### src/design/gaussian_blur_5x5_rgb_macros.svh
// ----------------------------------------------------------------------------
// gaussian blur assertion macros
// shared clocked assertion forms, compiled out with NO_ASSERTIONS
// ----------------------------------------------------------------------------
`ifndef GAUSSIAN_BLUR_5X5_RGB_MACROS_SVH
`define GAUSSIAN_BLUR_5X5_RGB_MACROS_SVH

`ifndef NO_ASSERTIONS

// condition holds at every clock edge out of reset
`define GB_ASSERT(lbl, cond, msg) \
  lbl: assert property (@(posedge clk) disable iff (!rst_n) (cond)) else $error(msg);

// consequent holds at the clock edge after the antecedent
`define GB_ASSERT_NEXT(lbl, ante, cons, msg) \
  lbl: assert property (@(posedge clk) disable iff (!rst_n) (ante) |=> (cons)) else $error(msg);

`else

`define GB_ASSERT(lbl, cond, msg)

`define GB_ASSERT_NEXT(lbl, ante, cons, msg)

`endif

`endif

### src/design/gb_pkg.sv
// ----------------------------------------------------------------------------
// gb_pkg
// types and constants of the 5x5 gaussian blur
// ----------------------------------------------------------------------------
`timescale 1ns / 1ps

package gb_pkg;

  localparam int NTAP       = 5;
  localparam int NCH        = 3;
  localparam int PIX_W      = 8;
  localparam int WT_W       = 6;
  localparam int CSUM_W     = 15;
  localparam int TSUM_W     = 17;
  localparam int RECIP_W    = 17;
  localparam int DIV_SHIFT  = 25;
  localparam int CFG_IDX_W  = 2;
  localparam int CFG_DATA_W = 11;

  // floor(x / 273) == (x * DIV_RECIP) >> DIV_SHIFT for x below 123941
  localparam logic [RECIP_W-1:0] DIV_RECIP = 17'd122911;

  localparam logic [CFG_IDX_W-1:0] CFG_WIDTH  = 2'd0;
  localparam logic [CFG_IDX_W-1:0] CFG_HEIGHT = 2'd1;

  // channel 0 blue, 1 green, 2 red
  typedef logic [NCH-1:0][PIX_W-1:0] pix_t;
  typedef pix_t [NTAP-1:0]           col_t;
  typedef pix_t [NTAP-2:0]           lb_word_t;
  typedef logic [WT_W-1:0]           wt_t;
  typedef wt_t [NTAP-1:0]            wcol_t;
  typedef logic [CSUM_W-1:0]         csum_t;
  typedef csum_t [NCH-1:0]           csum3_t;
  typedef logic [TSUM_W-1:0]         tsum_t;

  typedef struct packed {
    logic            valid;
    logic            last;
    logic [NTAP-1:0] mask;
  } side_t;

  localparam wcol_t KERN [NTAP] = '{
    {6'd1, 6'd4,  6'd7,  6'd4,  6'd1},
    {6'd4, 6'd16, 6'd26, 6'd16, 6'd4},
    {6'd7, 6'd26, 6'd41, 6'd26, 6'd7},
    {6'd4, 6'd16, 6'd26, 6'd16, 6'd4},
    {6'd1, 6'd4,  6'd7,  6'd4,  6'd1}
  };

endpackage

### src/design/gb_cell.sv
// ----------------------------------------------------------------------------
// gb_cell
// one window column: holds five pixels, passes them on, forms the column sum
// ----------------------------------------------------------------------------
`timescale 1ns / 1ps

module gb_cell import gb_pkg::*; (
  input  logic   clk,
  input  logic   shift_en,
  input  logic   pipe_en,
  input  wcol_t  wt,
  input  col_t   col_in,
  output col_t   col_out,
  output csum3_t csum
);

  col_t   col_r;
  csum3_t csum_r;
  csum3_t csum_nxt;

  always_comb begin
    csum_t acc;
    for (int ch = 0; ch < NCH; ch++) begin
      acc = '0;
      for (int k = 0; k < NTAP; k++) begin
        acc = acc + CSUM_W'(col_r[k][ch]) * CSUM_W'(wt[k]);
      end
      csum_nxt[ch] = acc;
    end
  end

  always_ff @(posedge clk) begin
    if (shift_en) begin
      col_r <= col_in;
    end
    if (pipe_en) begin
      csum_r <= csum_nxt;
    end
  end

  assign col_out = col_r;
  assign csum    = csum_r;

endmodule

### config.mk
export PLATFORM = sky130hd
export DESIGN_NAME = gb_cell
export DESIGN_NICKNAME = d
export VERILOG_FILES = /design/src/design/gaussian_blur_5x5_rgb_macros.svh /design/src/design/gb_pkg.sv /design/src/design/gb_cell.sv
export SDC_FILE = /design/constraint.sdc
export NUM_CORES = 2
export LEC_CHECK = 0
export BUFFER_PORTS_ARGS = -buffer_cell sky130_fd_sc_hd__buf_2
export CAP_MARGIN = 20
export CORE_ASPECT_RATIO = 0.8
export CORE_MARGIN = 2
export CORE_UTILIZATION = 30
export CTS_CLUSTER_DIAMETER = 120
export CTS_CLUSTER_SIZE = 16
export DETAILED_ROUTE_END_ITERATION = 6
export HOLD_SLACK_MARGIN = 0.08
export RECOVER_POWER = 100
export SYNTH_ARGS = -nofsm -noshare
export SYNTH_HDL_FRONTEND = slang
export SYNTH_SLANG_ARGS = --single-unit
### constraint.sdc
create_clock -name clk -period 15.5 [get_ports clk]
set_input_delay 3.1 -clock clk [delete_from_list [all_inputs] [get_ports clk]]
set_output_delay 3.1 -clock clk [all_outputs]
set_load 0.01 [all_outputs]
# Yosys cells after proc, flatten, opt, wreduce, memory -nomap -nowiden
# Cells that the tools add are included.
# Widths: inputs -> output; s select.
classes:
  add_sub_neg: 12
  multipliers: 15
op_table:
  columns: ["operator", "n"]
  rows:
  - ["$mul 8x6->14", 15]
  - ["$add 15x14->15", 9]
  - ["$add 14x14->15", 3]
word_totals:
  reg_bits: 165
  inputBits: 153
  output_inout_bits: 165
  elab_cells: 45

# Longest topological paths before layout
depth:
  ltp_word: 5
  ltp_mapped: 25
  mapped_depth_nobuf: 24

# Least setup slack after synthesis
# OpenSTA, ideal clock, no wires.
synth_timing:
  path_kind: "input port to flip-flop"
  startpoint: "input port wt[27] (netlist name)"
  endpoint: "register csum_r (netlist bit csum[13]), data pin"
  arrival_time_ns: 8.943
  required_time_ns: 15.363
  setup_slack_ns: 6.420
  cell_stages: 22
  n_path_buf: 1
  path_cell_list: "clkbuf_1 nand2_1 fa_1 inv_1 fa_1 inv_1 fa_1 fa_1 inv_1 fa_1 fa_1 fa_1 inv_1 fa_1 inv_1 ha_1 nor2b_1 o21a_2 o21ai_1 a21oi_2 or4_1 nand4_1"
synth_lines:
  columns: ["item", "line_no", "text"]
  rows:
  - ["start, declared", "gb_cell.sv:11", "input wcol_t wt,"]
  - ["end signal, assigned", "gb_cell.sv:37", "csum_r <= csum_nxt;"]
  - ["end, declared", "gb_cell.sv:18", "csum3_t csum_r;"]

==> qor.yml <==
drt:
  wl_per_cell_um: 17.3
  dr.pass1.iters: 6
  num_vias: 18900
  via_per_inst: 4.34
  drc: 0
  ant_nets: 0
  drt_iter0_drc: 800
  routed_wl_um: 75500
setup_path:
  path_common_cell: "fa_1"
  cp_slowest_cell: "clkbuf_1"
  crit_arrival_ns: 9.84
  cpPeakStageDelay_ns: 0.86
  path_cells: "clkbuf_1, nand2_1, fa_1, inv_1, fa_1, fa_1, fa_1, fa_1, fa_1, fa_1, inv_1, fa_1, inv_1, ha_1, a21o_1, a21oi_1, o21ai_0, a21o_1, a31oi_1, xnor2_1"
  cp-end-kind: "flop"
  cp-start-kind: "primary input"
  cp_max_fo: 24
  crit_required_ns: 15.77
  crit_type: "primary input to flop"
finish:
  syn2layout_area_growth_pct: 11.5
  multi_input_area_sq_um: 20600
  fillers: 9893
  nNetsFinal: 4093
  register_area_sq_um: 4950
  final_layout_size_suffix_gt1_share_pct: 5.84
yosys:
  synthCells: 2774
  synth_ff_type: "edfxtp_1"
  syn-num-nets: 3815
  synth-edff-count: 165
  synth_cell_types: 35
  synth_seq_cells: 165
  syn_area_sq_um: 28800
  synth_area_per_cell_sq_um: 10.4
  seq_area_frac_synth_pct: 17.2
  synth-async-reset-ratio_pct: 0
  ys_warn_count: 0
status:
  failed_checks: "capacitance limit, slew limit"
  status: "complete, but fails checks"
clock_tree:
  cts_setup_buffers: 0
  cts_max_level: 4
  cts_tree: "built"
  cts.sinks: 165
  ctsResizeCount: 0
  clk_path_buf_depth: 2
  hold_buffers: 0
  cts-root-buf: "clkbuf_16"
  clk_latency_ns: 0.52
  cts_buffers: 17
  path_clk_slew_ns: 0.08
sta:
  fmax_ghz: 0.104
  final.setup.worst_slack_ns: 5.92
  finalCritPeriodShare_pct: 61.8
  hold_viol_final: 0
  finalSetupTns_ns: 0
  relSlewSlack_pct: -165
  grt_setup_unrepaired: "no"
  period_needed_ns: 9.58
  slew_violations: 169
  tightest_slew_ns: 3.97
  fin_skew_ns: 0.0156
  final-setup-viol-count: 0
die:
  fp.dieH_um: 281
  coreArea_sq_um: 95000
  ios: 318
  die_w_um: 350
  die_area_sq_um: 98500
  start_util_pct: 30.3
  rows: 101
placement:
  pre_cts_ws_ns: 5.89
  hpwl_um: 65100
  portBuffers: 317
  gp_congestion: 0.870
global_routing:
  grt_max_degree: 64
  grt_pass1_wl_um: 119000
  grt_pass1_vias: 20500
  grt_overflow: 0
  antenna_found_initial: 8
  groute.usage.overall_pct: 16.2
run:
  max-cap-violations: 3
worst_hold_path:
  hold_path_class: "flop to flop"
[sequential cells by signal, indices dropped and copies added, names as in the netlist]
name,cells
col_out,120
csum,45
[final timing paths]
kind                            cells after the start             startpoint  slack (ns)                  to
worst max-delay path                               20                  wt[6]        5.92  csum[29]$_DFFE_PP_
worst min register to register                      2   col_out[0]$_DFFE_PP_        0.90   csum[0]$_DFFE_PP_
worst min-delay path                                2   col_out[0]$_DFFE_PP_        0.90   csum[0]$_DFFE_PP_
worst max register to register                     23  col_out[67]$_DFFE_PP_        8.69  csum[43]$_DFFE_PP_
[critical path, delay by kind of cell]
family	cells	cell delay, ns
buffers and inverters	4	1.01
xor gates and xnor gates	1	0.10
and+or+nand+nor	1	0.20
adders and majority gates	9	4.42
AOI/OAI and AO/OA	5	1.00
[layout make-up]
type,count,area share (%)
well taps,1287,5.01
multi-input cells,1758,64.3
flip-flops and latches,165,15.4
clock buffers,18,1.34
clock inverters,13,0.382
diodes,2,0.0156
repair buffers,319,4.30
inverters,791,9.24
[metal layers]
layer | vias up | wire length [um] | GRT usage, %
met5 | - | 23 | 0
met4 | 4 | 1140 | 3.84
met3 | 54 | 3340 | 2.99
met2 | 375 | 39400 | 29.0
met1 | 9853 | 31600 | 20.1
li1 | 8615 | - | -
[synth_stat cells (7+ instances only)]
master | n | share of area [%]
inv_1 | 791 | 10
fa_1 | 621 | 43
and2_1 | 442 | 9.6
nand2_1 | 282 | 3.7
ha_1 | 267 | 12
edfxtp_1 | 165 | 17
clkbuf_1 | 60 | 0.78
xnor2_1 | 37 | 1.1
a21oi_1 | 16 | 0.28
xor2_1 | 14 | 0.43
a21o_1 | 12 | 0.31
nand3_1 | 8 | 0.14
a31oi_1 | 7 | 0.15
[layout by cell type, fill, tap and decap left out, types with 12 or more instances in the layout]
master	n
fa_1	621
nand2_1	282
a21o_1	12
clkbuf_1	173
buf_2	147
and2_1	433
ha_1	267
xor2_1	14
a21oi_1	16
clkbuf_16	17
inv_1	791
xnor2_1	37
edfxtp_1	165
[kinds of logic (layout without fill, tap and decap cells)]
kind of cell	Yosys count	in the layout	share of synthesized area, %
flops	165	165	17.2
xor+xnor	51	51	1.55
compound gates	54	54	1.21
buf+inv	851	1141	11.1
mux	1	1	0.0348
other cells	0	2	0
fa+ha+maj	888	888	54.8
simple gates	764	764	14.1
[through the flow]
stage | area [sq um] | cells | hold WS [ns] | util [%]
after global placement | 31800 | 4320 | 0.929 | 33.5
after CTS | 32300 | 4351 | 0.943 | 34.0
after detailed placement | 31800 | 4320 | 0.929 | 33.5
after global routing | 32100 | 4351 | 0.967 | 33.8
final | 32100 | 4353 | 0.897 | 33.8
after floorplan | 28800 | 2774 | 0.776 | -
Power is left out: the tool's default activity adds up to more than one toggle a clock period on the data nets, which glitch-free logic cannot reach.
