[src/design/gaussian_blur_5x5_rgb_macros.svh]
// ----------------------------------------------------------------------------
// gaussian blur assertion macros
// shared clocked assertion forms, compiled out with NO_ASSERTIONS
// ----------------------------------------------------------------------------
`ifndef GAUSSIAN_BLUR_5X5_RGB_MACROS_SVH
`define GAUSSIAN_BLUR_5X5_RGB_MACROS_SVH

`ifndef NO_ASSERTIONS

// condition holds at every clock edge out of reset
`define GB_ASSERT(lbl, cond, msg) \
  lbl: assert property (@(posedge clk) disable iff (!rst_n) (cond)) else $error(msg);

// consequent holds at the clock edge after the antecedent
`define GB_ASSERT_NEXT(lbl, ante, cons, msg) \
  lbl: assert property (@(posedge clk) disable iff (!rst_n) (ante) |=> (cons)) else $error(msg);

`else

`define GB_ASSERT(lbl, cond, msg)

`define GB_ASSERT_NEXT(lbl, ante, cons, msg)

`endif

`endif

[src/design/gb_pkg.sv]
// ----------------------------------------------------------------------------
// gb_pkg
// types and constants of the 5x5 gaussian blur
// ----------------------------------------------------------------------------
`timescale 1ns / 1ps

package gb_pkg;

  localparam int NTAP       = 5;
  localparam int NCH        = 3;
  localparam int PIX_W      = 8;
  localparam int WT_W       = 6;
  localparam int CSUM_W     = 15;
  localparam int TSUM_W     = 17;
  localparam int RECIP_W    = 17;
  localparam int DIV_SHIFT  = 25;
  localparam int CFG_IDX_W  = 2;
  localparam int CFG_DATA_W = 11;

  // floor(x / 273) == (x * DIV_RECIP) >> DIV_SHIFT for x below 123941
  localparam logic [RECIP_W-1:0] DIV_RECIP = 17'd122911;

  localparam logic [CFG_IDX_W-1:0] CFG_WIDTH  = 2'd0;
  localparam logic [CFG_IDX_W-1:0] CFG_HEIGHT = 2'd1;

  // channel 0 blue, 1 green, 2 red
  typedef logic [NCH-1:0][PIX_W-1:0] pix_t;
  typedef pix_t [NTAP-1:0]           col_t;
  typedef pix_t [NTAP-2:0]           lb_word_t;
  typedef logic [WT_W-1:0]           wt_t;
  typedef wt_t [NTAP-1:0]            wcol_t;
  typedef logic [CSUM_W-1:0]         csum_t;
  typedef csum_t [NCH-1:0]           csum3_t;
  typedef logic [TSUM_W-1:0]         tsum_t;

  typedef struct packed {
    logic            valid;
    logic            last;
    logic [NTAP-1:0] mask;
  } side_t;

  localparam wcol_t KERN [NTAP] = '{
    {6'd1, 6'd4,  6'd7,  6'd4,  6'd1},
    {6'd4, 6'd16, 6'd26, 6'd16, 6'd4},
    {6'd7, 6'd26, 6'd41, 6'd26, 6'd7},
    {6'd4, 6'd16, 6'd26, 6'd16, 6'd4},
    {6'd1, 6'd4,  6'd7,  6'd4,  6'd1}
  };

endpackage

[src/design/gb_sum_div.sv]
// ----------------------------------------------------------------------------
// gb_sum_div
// masked sum of the column sums, then divide by 273 into the output register
// ----------------------------------------------------------------------------
`timescale 1ns / 1ps

module gb_sum_div import gb_pkg::*; (
  input  logic   clk,
  input  logic   rst_n,
  input  logic   pipe_en,
  input  side_t  a_side,
  input  csum3_t csum [NTAP],
  output logic   out_valid,
  output logic   out_last,
  output pix_t   blur
);

  localparam int PROD_W = TSUM_W + RECIP_W;

  side_t b_side_r;
  logic  c_valid_r;
  logic  c_last_r;
  tsum_t c_sum_r [NCH];
  tsum_t c_sum_nxt [NCH];
  logic  d_valid_r;
  logic  d_last_r;
  pix_t  d_blur_r;
  pix_t  d_blur_nxt;

  always_comb begin
    tsum_t acc;
    for (int ch = 0; ch < NCH; ch++) begin
      acc = '0;
      for (int j = 0; j < NTAP; j++) begin
        if (b_side_r.mask[j]) begin
          acc = acc + TSUM_W'(csum[j][ch]);
        end
      end
      c_sum_nxt[ch] = acc;
    end
  end

  always_comb begin
    logic [PROD_W-1:0] prod;
    for (int ch = 0; ch < NCH; ch++) begin
      prod = PROD_W'(c_sum_r[ch]) * PROD_W'(DIV_RECIP);
      d_blur_nxt[ch] = prod[DIV_SHIFT +: PIX_W];
    end
  end

  always_ff @(posedge clk) begin
    if (!rst_n) begin
      b_side_r.valid <= 1'b0;
      c_valid_r      <= 1'b0;
      d_valid_r      <= 1'b0;
    end else if (pipe_en) begin
      b_side_r.valid <= a_side.valid;
      c_valid_r      <= b_side_r.valid;
      d_valid_r      <= c_valid_r;
    end
    if (pipe_en) begin
      b_side_r.last <= a_side.last;
      b_side_r.mask <= a_side.mask;
      c_last_r      <= b_side_r.last;
      c_sum_r       <= c_sum_nxt;
      d_last_r      <= c_last_r;
      d_blur_r      <= d_blur_nxt;
    end
  end

  assign out_valid = d_valid_r;
  assign out_last  = d_last_r;
  assign blur      = d_blur_r;

endmodule

[config.mk]
export PLATFORM = sky130hd
export DESIGN_NAME = gb_sum_div
export DESIGN_NICKNAME = d
export VERILOG_FILES = /design/src/design/gaussian_blur_5x5_rgb_macros.svh /design/src/design/gb_pkg.sv /design/src/design/gb_sum_div.sv
export SDC_FILE = /design/constraint.sdc
export NUM_CORES = 1
export LEC_CHECK = 0
export BUFFER_PORTS_ARGS = -buffer_cell sky130_fd_sc_hd__buf_4
export CORE_MARGIN = 2
export CORE_UTILIZATION = 40
export CTS_CLUSTER_DIAMETER = 200
export DETAILED_ROUTE_END_ITERATION = 10
export REMOVE_ABC_BUFFERS = 1
export SLEW_MARGIN = 5
export SYNTH_ARGS = -nofsm -noshare
export SYNTH_HDL_FRONTEND = slang
export SYNTH_SLANG_ARGS = --single-unit
[constraint.sdc]
create_clock -name clk -period 8.97 [get_ports clk]
set_input_delay 0 -clock clk [delete_from_list [all_inputs] [get_ports clk]]
set_output_delay 0 -clock clk [all_outputs]
set_load 0.01 [all_outputs]
# Yosys cells after proc, flatten, opt, wreduce, memory -nomap -nowiden
# Cells that the tools add are included.
[word_totals]
in_bits = 235
word_cells = 43
regBits = 86
out_inout_bits = 26
[op_classes]
addsub = 12
n_mux = 15
mul = 3
[ops]
columns = ["operator", "n"]
rows = [
  ["$add A17 B15 Y17", 12],
  ["$mux W17", 12],
  ["$mul A17 B17 Y33 const B", 3],
  ["$mux W15", 3],
]

# Depth between registers and ports, before layout
# Gate-level depths: netlist of run 1.
[logic_depth]
word_depth = 9
depth_mapped = 38
mapped_depth_nobuf = 37

# Worst setup path before layout of run 1
# Ideal clock, no wire load.
[synth_timing]
path_type = "reg-to-reg"
start = "reg b_side_r[0] (netlist name)"
end = "reg c_sum_r[33] (netlist name) (data pin)"
required_ns = 8.712
path_slack_ns = 1.643
period_less_slack_ns = 7.327
path_stages_with_launch = 37
setup_ns = 0.258
path_buffers = 3
arrival_time_ns = 7.069
cell_sequence = "edfxtp_1 -> buf_6 -> clkbuf_1 -> clkbuf_1 -> nand2_1 -> fa_1 -> nor2b_1 -> o21ai_1 -> a21oi_1 -> o21bai_1 -> a21oi_1 -> xnor2_1 -> mux2_2 -> ha_1 -> or3_4 -> o311a_1 -> o21ai_1 -> nand2b_1 -> a311oi_1 -> nor2_1 -> mux2_2 -> ha_1 -> and4_1 -> a21o_1 -> nor2_1 -> xnor2_1 -> nand2_1 -> o21ai_1 -> ha_1 -> nor3_1 -> o2111ai_1 -> a31oi_1 -> nor2b_1 -> o21ai_0 -> a21boi_0 -> a311oi_1 -> o221a_2"
[synth_rtl]
columns = ["item", "line", "source"]
rows = [
  ["start: declaration", "gb_sum_div.sv:20", "side_t b_side_r;"],
  ["end signal: assignment", "gb_sum_div.sv:65", "c_sum_r <= c_sum_nxt;"],
  ["end: declaration", "gb_sum_div.sv:23", "tsum_t c_sum_r [NCH];"],
]

==> flow_metrics.env, run 1 <==
export IMPL_critPathCaptureType="flop"
export IMPL_synth_edf_count=83
export IMPL_rsz0062_at_grt="no"
export IMPL_crit_slowest_cell="or4_1"
export IMPL_hp_class="input pin to flop"
export IMPL_clkLatencyLatePin_ns=0.40
export IMPL_io_buffer_count=260
export IMPL_ys_flop_type="edfxtp_1"
export IMPL_grt_use_total_pct=22.2
export IMPL_synth_area_leader_cell="ha_1"
export IMPL_crit_top_cell="ha_1"
export IMPL_reg2reg_depth=35
export IMPL_die_w_um=252
export IMPL_coreArea_sq_mm=0.0606
export IMPL_grt_pass1_vias=20600
export IMPL_std_cell_rows=90
export IMPL_cts_root_buffer="clkbuf_16"
export IMPL_reg2reg_setup_slack_ns=1.05
export IMPL_num_io_pins=261
export IMPL_finalHoldViolations=0
export IMPL_cts_tree="yes"
export IMPL_period_minus_slack_ns=7.92
export IMPL_seq_area_sq_mm=0.00255
export IMPL_critPathKind="flop to flop"
export IMPL_setup_worst_path_start_class="flop"
export IMPL_synth_cell_area_sq_mm=0.0246
export IMPL_vias=19900
export IMPL_synthDominantCellAreaShare_pct=27.6
export IMPL_critPathArrivalTime_ns=8.06
export IMPL_antenna_found_initial=6
export IMPL_period_share_pct=88.2
export IMPL_initialDrtViolationCount=901
export IMPL_fin_nets=3959
export IMPL_fin_setup_tns_ns=0
export IMPL_multi_input_area_sq_mm=0.0201
export IMPL_wl_mm=69.0
export IMPL_slew_headroom_pct=31.6
export IMPL_rr_endpoint="c_sum_r[16]"
export IMPL_synth_warnings=0
export IMPL_drtAntennaViolNets=0
export IMPL_clock_sinks=86
export IMPL_fmax_mhz=126
export IMPL_ys_seq_area_share_pct=10.4
export IMPL_max_stage_delay_ns=0.46
export IMPL_via_per_inst=5.32
export IMPL_worstReg2RegStart="b_side_r[0]"
export IMPL_h_tree_depth=3
export IMPL_syn_to_final_growth_pct=13.2
export IMPL_wire_per_inst_um=18.4
export IMPL_grt_overflow=0
export IMPL_critPathMaxFanout=36
export IMPL_min_from="csum[15]"
export IMPL_clockBufferDepth=2
export IMPL_grt_max_degree=56
export IMPL_synth_distinct_cells=88
export IMPL_die_area_sq_mm=0.0635
export IMPL_skew_ns=0.0131
export IMPL_fillCellCount=5759
export IMPL_die_h_um=252
export IMPL_grt_pass1_wl_mm=110
export IMPL_setup_viol=0
export IMPL_min_to="c_sum_r[17]"
export IMPL_start_util_pct=40.6
export IMPL_hpwl_mm=60.5
export IMPL_clk_pin_slew_ns=0.08
export IMPL_drive_gt1_share_pct=13.8
export IMPL_outcome="completed"
export IMPL_routabilityCongestion=0.903
export IMPL_drc=0
export IMPL_most_common_layout_cells="ha_1, inv_1, buf_4"
export IMPL_synth_cells=2700
export IMPL_cts_repair_resized=0
export IMPL_avgSynthCellArea_sq_um=9.12
export IMPL_drv_slew=0
export IMPL_yosys_register_bits=86
export IMPL_final_common_cell="ha_1"
export IMPL_cp_required_ns=9.11
export IMPL_synth_area_leaders="ha_1, fa_1, edfxtp_1"
export IMPL_worstMarginPinSlew_ns=1.02
export IMPL_async_reset_ff_share_pct=0
export IMPL_dr_pass1_iters=5
export IMPL_whs_path_depth=3
export IMPL_cap_violations=0
export IMPL_numCtsBuffers=9
==> worst max-delay path, delay by kind of cell, from the launching register on <==
kind / cells / cell delay, ns
compound gates: 12 / 2.29
xor+xnor: 4 / 0.43
simple gates: 7 / 1.44
flops: 1 / 0.34
buf+inv: 3 / 0.67
mux: 4 / 1.06
fa+ha+maj: 5 / 1.39
==> metal layers <==
layer  wire, um  share of wire [%]  GRT usage (%)  up-vias
met3       3310                4.8           2.93       71
li1           -                  -              -     9856
met2      32000                 46           37.5      457
met4       1310                1.9           5.33       10
met1      32300                 47           30.1     9507
met5         77               0.11              0        -
==> registers in the layout, indices dropped and copies added (netlist names) <==
| signal | flops |
|---|---|
| c_last_r | 1 |
| c_valid_r | 1 |
| out_valid | 1 |
| b_side_r | 7 |
| out_last | 1 |
| blur | 24 |
| c_sum_r | 51 |
==> per-stage QoR <==
stage               area, sq um  hold WS (ns)  cells  setup slack (ns)  util, %
finish                    27900        0.0356   3744              1.05     46.0
global route              27900        0.0310   3743             0.419     46.0
CTS                       27900        0.0158   3743              1.08     46.0
detailed placement        27500         0.180   3719              1.13     45.4
global placement          27500         0.179   3719              1.37     45.4
floorplan                 24500        0.0989   2665              1.32        -
==> logic make-up (layout without fill, tap and decap cells) <==
group,Yosys count,after routing,synth area share [%]
AND/OR/NAND/NOR,515,515,10.3
multiplexers,114,114,5.10
XOR/XNOR,172,172,6.18
buffers and inverters,522,783,8.00
AO/OA/AOI/OAI,523,523,14.1
flip-flops,86,86,10.4
adder cells (fa/ha/maj),768,768,45.9
other,0,1,0
==> timing repair <==
action / 4_1_cts / 5_1_grt
buffers inserted: 0 / 0
endpoints found under the hold margin: 9 / 0
hold buffers: 8 / 0
==> final cells by class <==
type / count / area share (%)
multi-input combinational: 2092 / 72.1
sequential: 86 / 9.16
timing repair buffer: 280 / 7.61
inverter: 487 / 6.56
tap: 782 / 3.51
clock buffer: 9 / 0.808
clock inverter: 7 / 0.256
antenna: 1 / 0.00898
==> cells in the mapped netlist, types with 35 or more instances <==
cell type / instances
a21o_1: 53
mux2_2: 84
inv_1: 486
nor3_1: 48
nor2_1: 142
xor2_1: 58
ha_1: 543
a21oi_1: 146
nand3_1: 49
xnor2_1: 113
fa_1: 225
and2_1: 35
nand2_1: 102
o21ai_0: 100
edfxtp_1: 83
==> how the worst max path moves through the flow <==
stage | slack [ns] | from | end | depth (start not counted)
floorplan | 1.32 | b_side_r[1] | c_sum_r[50] | 29
global placement | 1.37 | b_side_r[0] | c_sum_r[16] | 35
detailed placement | 1.13 | b_side_r[0] | c_sum_r[16] | 35
CTS | 1.08 | b_side_r[0] | c_sum_r[16] | 35
global route | 0.42 | b_side_r[0] | c_sum_r[50] | 35
finish | 1.05 | b_side_r[0] | c_sum_r[16] | 35
Power of run 1 is left out: the tool's default activity adds up to more than one toggle a clock period on the data nets, which glitch-free logic cannot reach.
==> run 2, diff against run 1 <==
- CORE_MARGIN: 2 -> not set
- SKIP_LAST_GASP: not set -> 1
==> run 2 against run 1 <==
Compared with the run above: via count rose by 0.32%; sequential share of layout area barely moved; clock skew rose by 0.0066 ns; core utilization barely moved; count of clock-buffer cells in the layout did not move.
==> flow_metrics.env, run 2 (same netlist as run 1, synthesis figures left out) <==
export IMPL_outcome="completed"
export IMPL_die_area_sq_mm=0.0625
export IMPL_syn_to_final_growth_pct=13.1
export IMPL_slew_headroom_pct=38.0
export IMPL_drv_slew=0
export IMPL_diodes=0
export IMPL_fmax_mhz=125
export IMPL_worstMarginPinSlew_ns=0.927
export IMPL_cp_required_ns=9.11
export IMPL_wl_mm=69.4
export IMPL_cap_violations=0
export IMPL_grt_pass1_vias=20800
export IMPL_grt_use_total_pct=22.7
export IMPL_reg2reg_setup_slack_ns=0.95
export IMPL_h_tree_depth=3
export IMPL_coreArea_sq_mm=0.0606
export IMPL_seq_area_sq_mm=0.00255
export IMPL_fin_nets=3957
export IMPL_vias=20000
export IMPL_start_util_pct=40.6
export IMPL_drive_gt1_share_pct=13.7
export IMPL_grt_pass1_wl_mm=111
export IMPL_hp_class="input pin to flop"
export IMPL_final_common_cell="ha_1"
export IMPL_multi_input_area_sq_mm=0.0201
export IMPL_critPathMaxFanout=32
export IMPL_fin_cells=3741
export IMPL_fin_setup_tns_ns=0
export IMPL_largest_register_ffs=51
export IMPL_via_per_inst=5.34
export IMPL_clockBufferDepth=2
export IMPL_fillCellCount=5860
export IMPL_clkLatencyLatePin_ns=0.41
export IMPL_drtAntennaViolNets=0
export IMPL_drc=0
export IMPL_critPathCaptureType="flop"
export IMPL_largest_register="c_sum_r"
export IMPL_setup_worst_path_start_class="flop"
export IMPL_numCtsBuffers=9
export IMPL_num_io_pins=261
export IMPL_skew_ns=0.0197
export IMPL_cp_num_buf_inv=2
export IMPL_rsz0062_at_grt="no"
export IMPL_cts_root_buffer="clkbuf_16"
export IMPL_dr_pass1_iters=5
export IMPL_critPathKind="flop to flop"
export IMPL_initialDrtViolationCount=1017
export IMPL_post_cts_buffers=0
export IMPL_hpwl_mm=60.8
export IMPL_clock_sinks=86
export IMPL_clk_pin_slew_ns=0.07
export IMPL_grt_overflow=0
export IMPL_period_minus_slack_ns=8.02
export IMPL_critPathArrivalTime_ns=8.16
export IMPL_cts_tree="yes"
export IMPL_grt_max_degree=60
export IMPL_routabilityCongestion=0.918
export IMPL_crit_slowest_cell="or4_1"
export IMPL_crit_top_cell="ha_1"
export IMPL_finalHoldViolations=0
export IMPL_die_w_um=250
export IMPL_die_h_um=250
export IMPL_wire_per_inst_um=18.6
export IMPL_most_common_layout_cells="ha_1, inv_1, buf_4"
export IMPL_setup_viol=0
export IMPL_max_stage_delay_ns=0.47
export IMPL_period_share_pct=89.4
export IMPL_io_buffer_count=260
export IMPL_crit_family="compound AO/OA/AOI/OAI gates"
export IMPL_antenna_found_initial=8
export IMPL_std_cell_rows=90
export IMPL_place_inst=3717
==> run 2: cell types whose count changed in the layout (fill, tap and decap cells not counted), sizes merged <==
cell	before	now
inv	492	491
diode	1	0
clkinvlp	0	3
clkinv	2	0
buf	272	270
==> run 2: worst paths after layout <==
check	startpoint	end	cells after the start
worst min-delay path	csum[15]	c_sum_r[17]	3
worst max-delay path	b_side_r[0]	c_sum_r[50]	35
worst max register to register	b_side_r[0]	c_sum_r[50]	35
worst min register to register	c_last_r	out_last	0
==> run 2: layout make-up <==
class	count	share of cell area [%]
Clock buffer	9	0.809
Clock inverter	7	0.225
Inverter	487	6.57
Multi-Input combinational cell	2092	72.2
Sequential cell	86	9.17
Tap cell	782	3.51
Timing Repair Buffer	278	7.57
==> run 2: metrics by stage <==
stage / hold slack [ns] / util, % / setup WS, ns / cell area (sq um)
3_5_place_dp: 0.182 / 45.4 / 1.07 / 27500
4_1_cts: 0.0102 / 46.0 / 1.00 / 27800
6_report: 0.0316 / 46.0 / 0.948 / 27800
2_1_floorplan: 0.0989 / - / 1.32 / 24500
5_1_grt: 0.0471 / 46.0 / 0.331 / 27800
3_3_place_gp: 0.179 / 45.4 / 1.30 / 27500
==> run 2: timing repair <==
item                                   in CTS  in global routing
hold buffers                                8                  0
setup endpoints to repair                   0                  0
gates resized for setup                     0                  0
endpoints found under the hold margin       9                  0
==> run 2: per-layer routing <==
layer	vias to the layer above	GRT usage (%)	share of wire, %
li1	9833	-	-
met1	9677	29.6	46
met2	391	39.9	48
met3	50	3.14	4.4
met4	14	4.68	1.4
met5	-	0	0.13
==> run 2: worst register-to-register path, delay by kind of cell, from the launching register on <==
family / cells / cell delay [ns]
AO/OA/AOI/OAI: 14 / 2.70
AND/OR/NAND/NOR: 8 / 1.86
adder cells (fa/ha/maj): 5 / 1.46
multiplexers: 3 / 0.52
flip-flops: 1 / 0.42
buffers and inverters: 2 / 0.42
XOR/XNOR: 3 / 0.39
Power of run 2 is left out for the same reason.
==> run 3, diff against run 2 <==
- CTS_BUF_LIST: not set -> sky130_fd_sc_hd__clkbuf_4 sky130_fd_sc_hd__clkbuf_8
- SETUP_SLACK_MARGIN: not set -> 0.1
==> run 3 against run 2 <==
Compared with the run above: via count decreased by 0.14%; count of clock-buffer cells in the layout unchanged; final cell count is essentially flat; register-to-register slack improved by 0.02 ns; sequential cell count is the same; first-iteration DRC count is 3.1% lower; core utilization fell by 0.13 points; clock skew up 0.0064 ns; routed wire length about the same; fmax is 0.28% higher.
==> flow_metrics.env, run 3 (same netlist as run 1, synthesis figures left out) <==
export IMPL_routabilityCongestion=0.918
export IMPL_grt_max_degree=60
export IMPL_wl_met1_mm=31.6
export IMPL_worstReg2RegStart="b_side_r[0]"
export IMPL_period_share_pct=89.2
export IMPL_largest_register_ffs=51
export IMPL_fin_setup_tns_ns=0
export IMPL_rr_endpoint="c_sum_r[50]"
export IMPL_seq_area_sq_mm=0.00255
export IMPL_met2_length_mm=33.6
export IMPL_rsz0062_at_grt="no"
export IMPL_critPathCaptureType="flop"
export IMPL_outcome="completed"
export IMPL_setup_ws_ns=0.971
export IMPL_dr_pass1_iters=5
export IMPL_crit_slowest_cell="or4_1"
export IMPL_clkLatencyLatePin_ns=0.45
export IMPL_clock_sinks=86
export IMPL_slew_headroom_pct=36.2
export IMPL_coreArea_sq_mm=0.0606
export IMPL_crit_top_cell="ha_1"
export IMPL_via_per_inst=5.33
export IMPL_critPathMaxFanout=32
export IMPL_largest_register="c_sum_r"
export IMPL_grt_use_total_pct=22.7
export IMPL_finalHoldViolations=0
export IMPL_die_w_um=250
export IMPL_grt_pass1_vias=20900
export IMPL_std_cell_rows=90
export IMPL_syn_to_final_growth_pct=12.8
export IMPL_start_util_pct=40.6
export IMPL_clk_pin_slew_ns=0.10
export IMPL_wl_met3_mm=3.19
export IMPL_wire_per_inst_um=18.5
export IMPL_drive_gt1_share_pct=13.7
export IMPL_final_common_cell="ha_1"
export IMPL_grt_overflow=0
export IMPL_reg2reg_setup_slack_ns=0.97
export IMPL_cts_root_buffer="clkbuf_8"
export IMPL_dr_max_layer_used="met5"
export IMPL_skew_ns=0.0260
export IMPL_setup_viol=0
export IMPL_h_tree_depth=3
export IMPL_cap_violations=0
export IMPL_setup_worst_path_start_class="flop"
export IMPL_hp_class="input pin to flop"
export IMPL_max_stage_delay_ns=0.47
export IMPL_finish_instance_area_sq_mm=0.0278
export IMPL_io_buffer_count=260
export IMPL_cp_required_ns=9.16
export IMPL_fmax_mhz=125
export IMPL_whs_path_depth=3
export IMPL_multi_input_area_sq_mm=0.0201
export IMPL_min_from="csum[30]"
export IMPL_min_to="c_sum_r[0]"
export IMPL_critPathKind="flop to flop"
export IMPL_drtAntennaViolNets=0
export IMPL_hpwl_mm=60.8
export IMPL_worstMarginPinSlew_ns=0.954
export IMPL_fin_nets=3959
export IMPL_vias=19900
export IMPL_antenna_found_initial=9
export IMPL_cts_tree="yes"
export IMPL_die_h_um=250
export IMPL_reg2reg_depth=35
export IMPL_critPathArrivalTime_ns=8.19
export IMPL_clockBufferDepth=2
export IMPL_dp_slack_ns=1.07
export IMPL_numCtsBuffers=9
export IMPL_most_common_layout_cells="ha_1, inv_1, buf_4"
export IMPL_wl_mm=69.4
export IMPL_num_io_pins=261
export IMPL_grt_pass1_wl_mm=111
export IMPL_drc=0
export IMPL_post_dp_cell_area_sq_mm=0.0275
export IMPL_period_minus_slack_ns=8.00
export IMPL_die_area_sq_mm=0.0625
export IMPL_drv_slew=0
export IMPL_initialDrtViolationCount=985
export IMPL_fillCellCount=5867
## run 3: changes by cell type in the layout (fill, tap and decap cells not counted), sizes merged
cell / previous run / this run
diode: 0 / 1
dlygate4sd3: 8 / 10
## run 3: how the worst max path moves through the flow
stage                           start     endpoint  cells after the start
final                     b_side_r[0]  c_sum_r[50]                     35
after global routing      b_side_r[0]  c_sum_r[50]                     35
after CTS                 b_side_r[0]  c_sum_r[50]                     35
after detailed placement  b_side_r[0]  c_sum_r[50]                     34
after global placement    b_side_r[0]  c_sum_r[50]                     35
after floorplan           b_side_r[1]  c_sum_r[50]                     29
## run 3: final cells by class
cell class	count	area share, %
Inverter	487	6.58
Clock inverter	7	0.225
Antenna cell	1	0.00901
Multi-Input combinational cell	2092	72.4
Tap cell	782	3.52
Clock buffer	9	0.446
Sequential cell	86	9.19
Timing Repair Buffer	280	7.66
## run 3: worst max-delay path: cells and delay by family, from the launching register on
| kind | cells | cell delay (ns) |
|---|---|---|
| compound gates | 14 | 2.70 |
| simple gates | 8 | 1.85 |
| flops | 1 | 0.42 |
| fa+ha+maj | 5 | 1.46 |
| xor+xnor | 3 | 0.38 |
| buf+inv | 2 | 0.41 |
| mux | 3 | 0.52 |
## run 3: repair_timing
item | 4_1_cts | 5_1_grt
endpoints found under the hold margin | 11 | 0
gates resized for setup | 0 | 0
buffers inserted | 0 | 0
hold buffers | 10 | 0
## run 3: metrics by stage
step	std cells	hold slack [ns]	utilization, %
after floorplan	2665	0.0989	-
after global placement	3717	0.179	45.4
after detailed placement	3717	0.182	45.4
after CTS	3743	0.0147	45.8
after global routing	3744	0.0492	45.8
final	3744	0.0704	45.8
## run 3: routing by layer
metal | global-route usage (%) | vias to the layer above
met5 | 0 | -
met4 | 4.42 | 14
met3 | 3.16 | 49
met2 | 39.9 | 383
met1 | 29.5 | 9654
li1 | - | 9837
Power of run 3 is left out for the same reason.
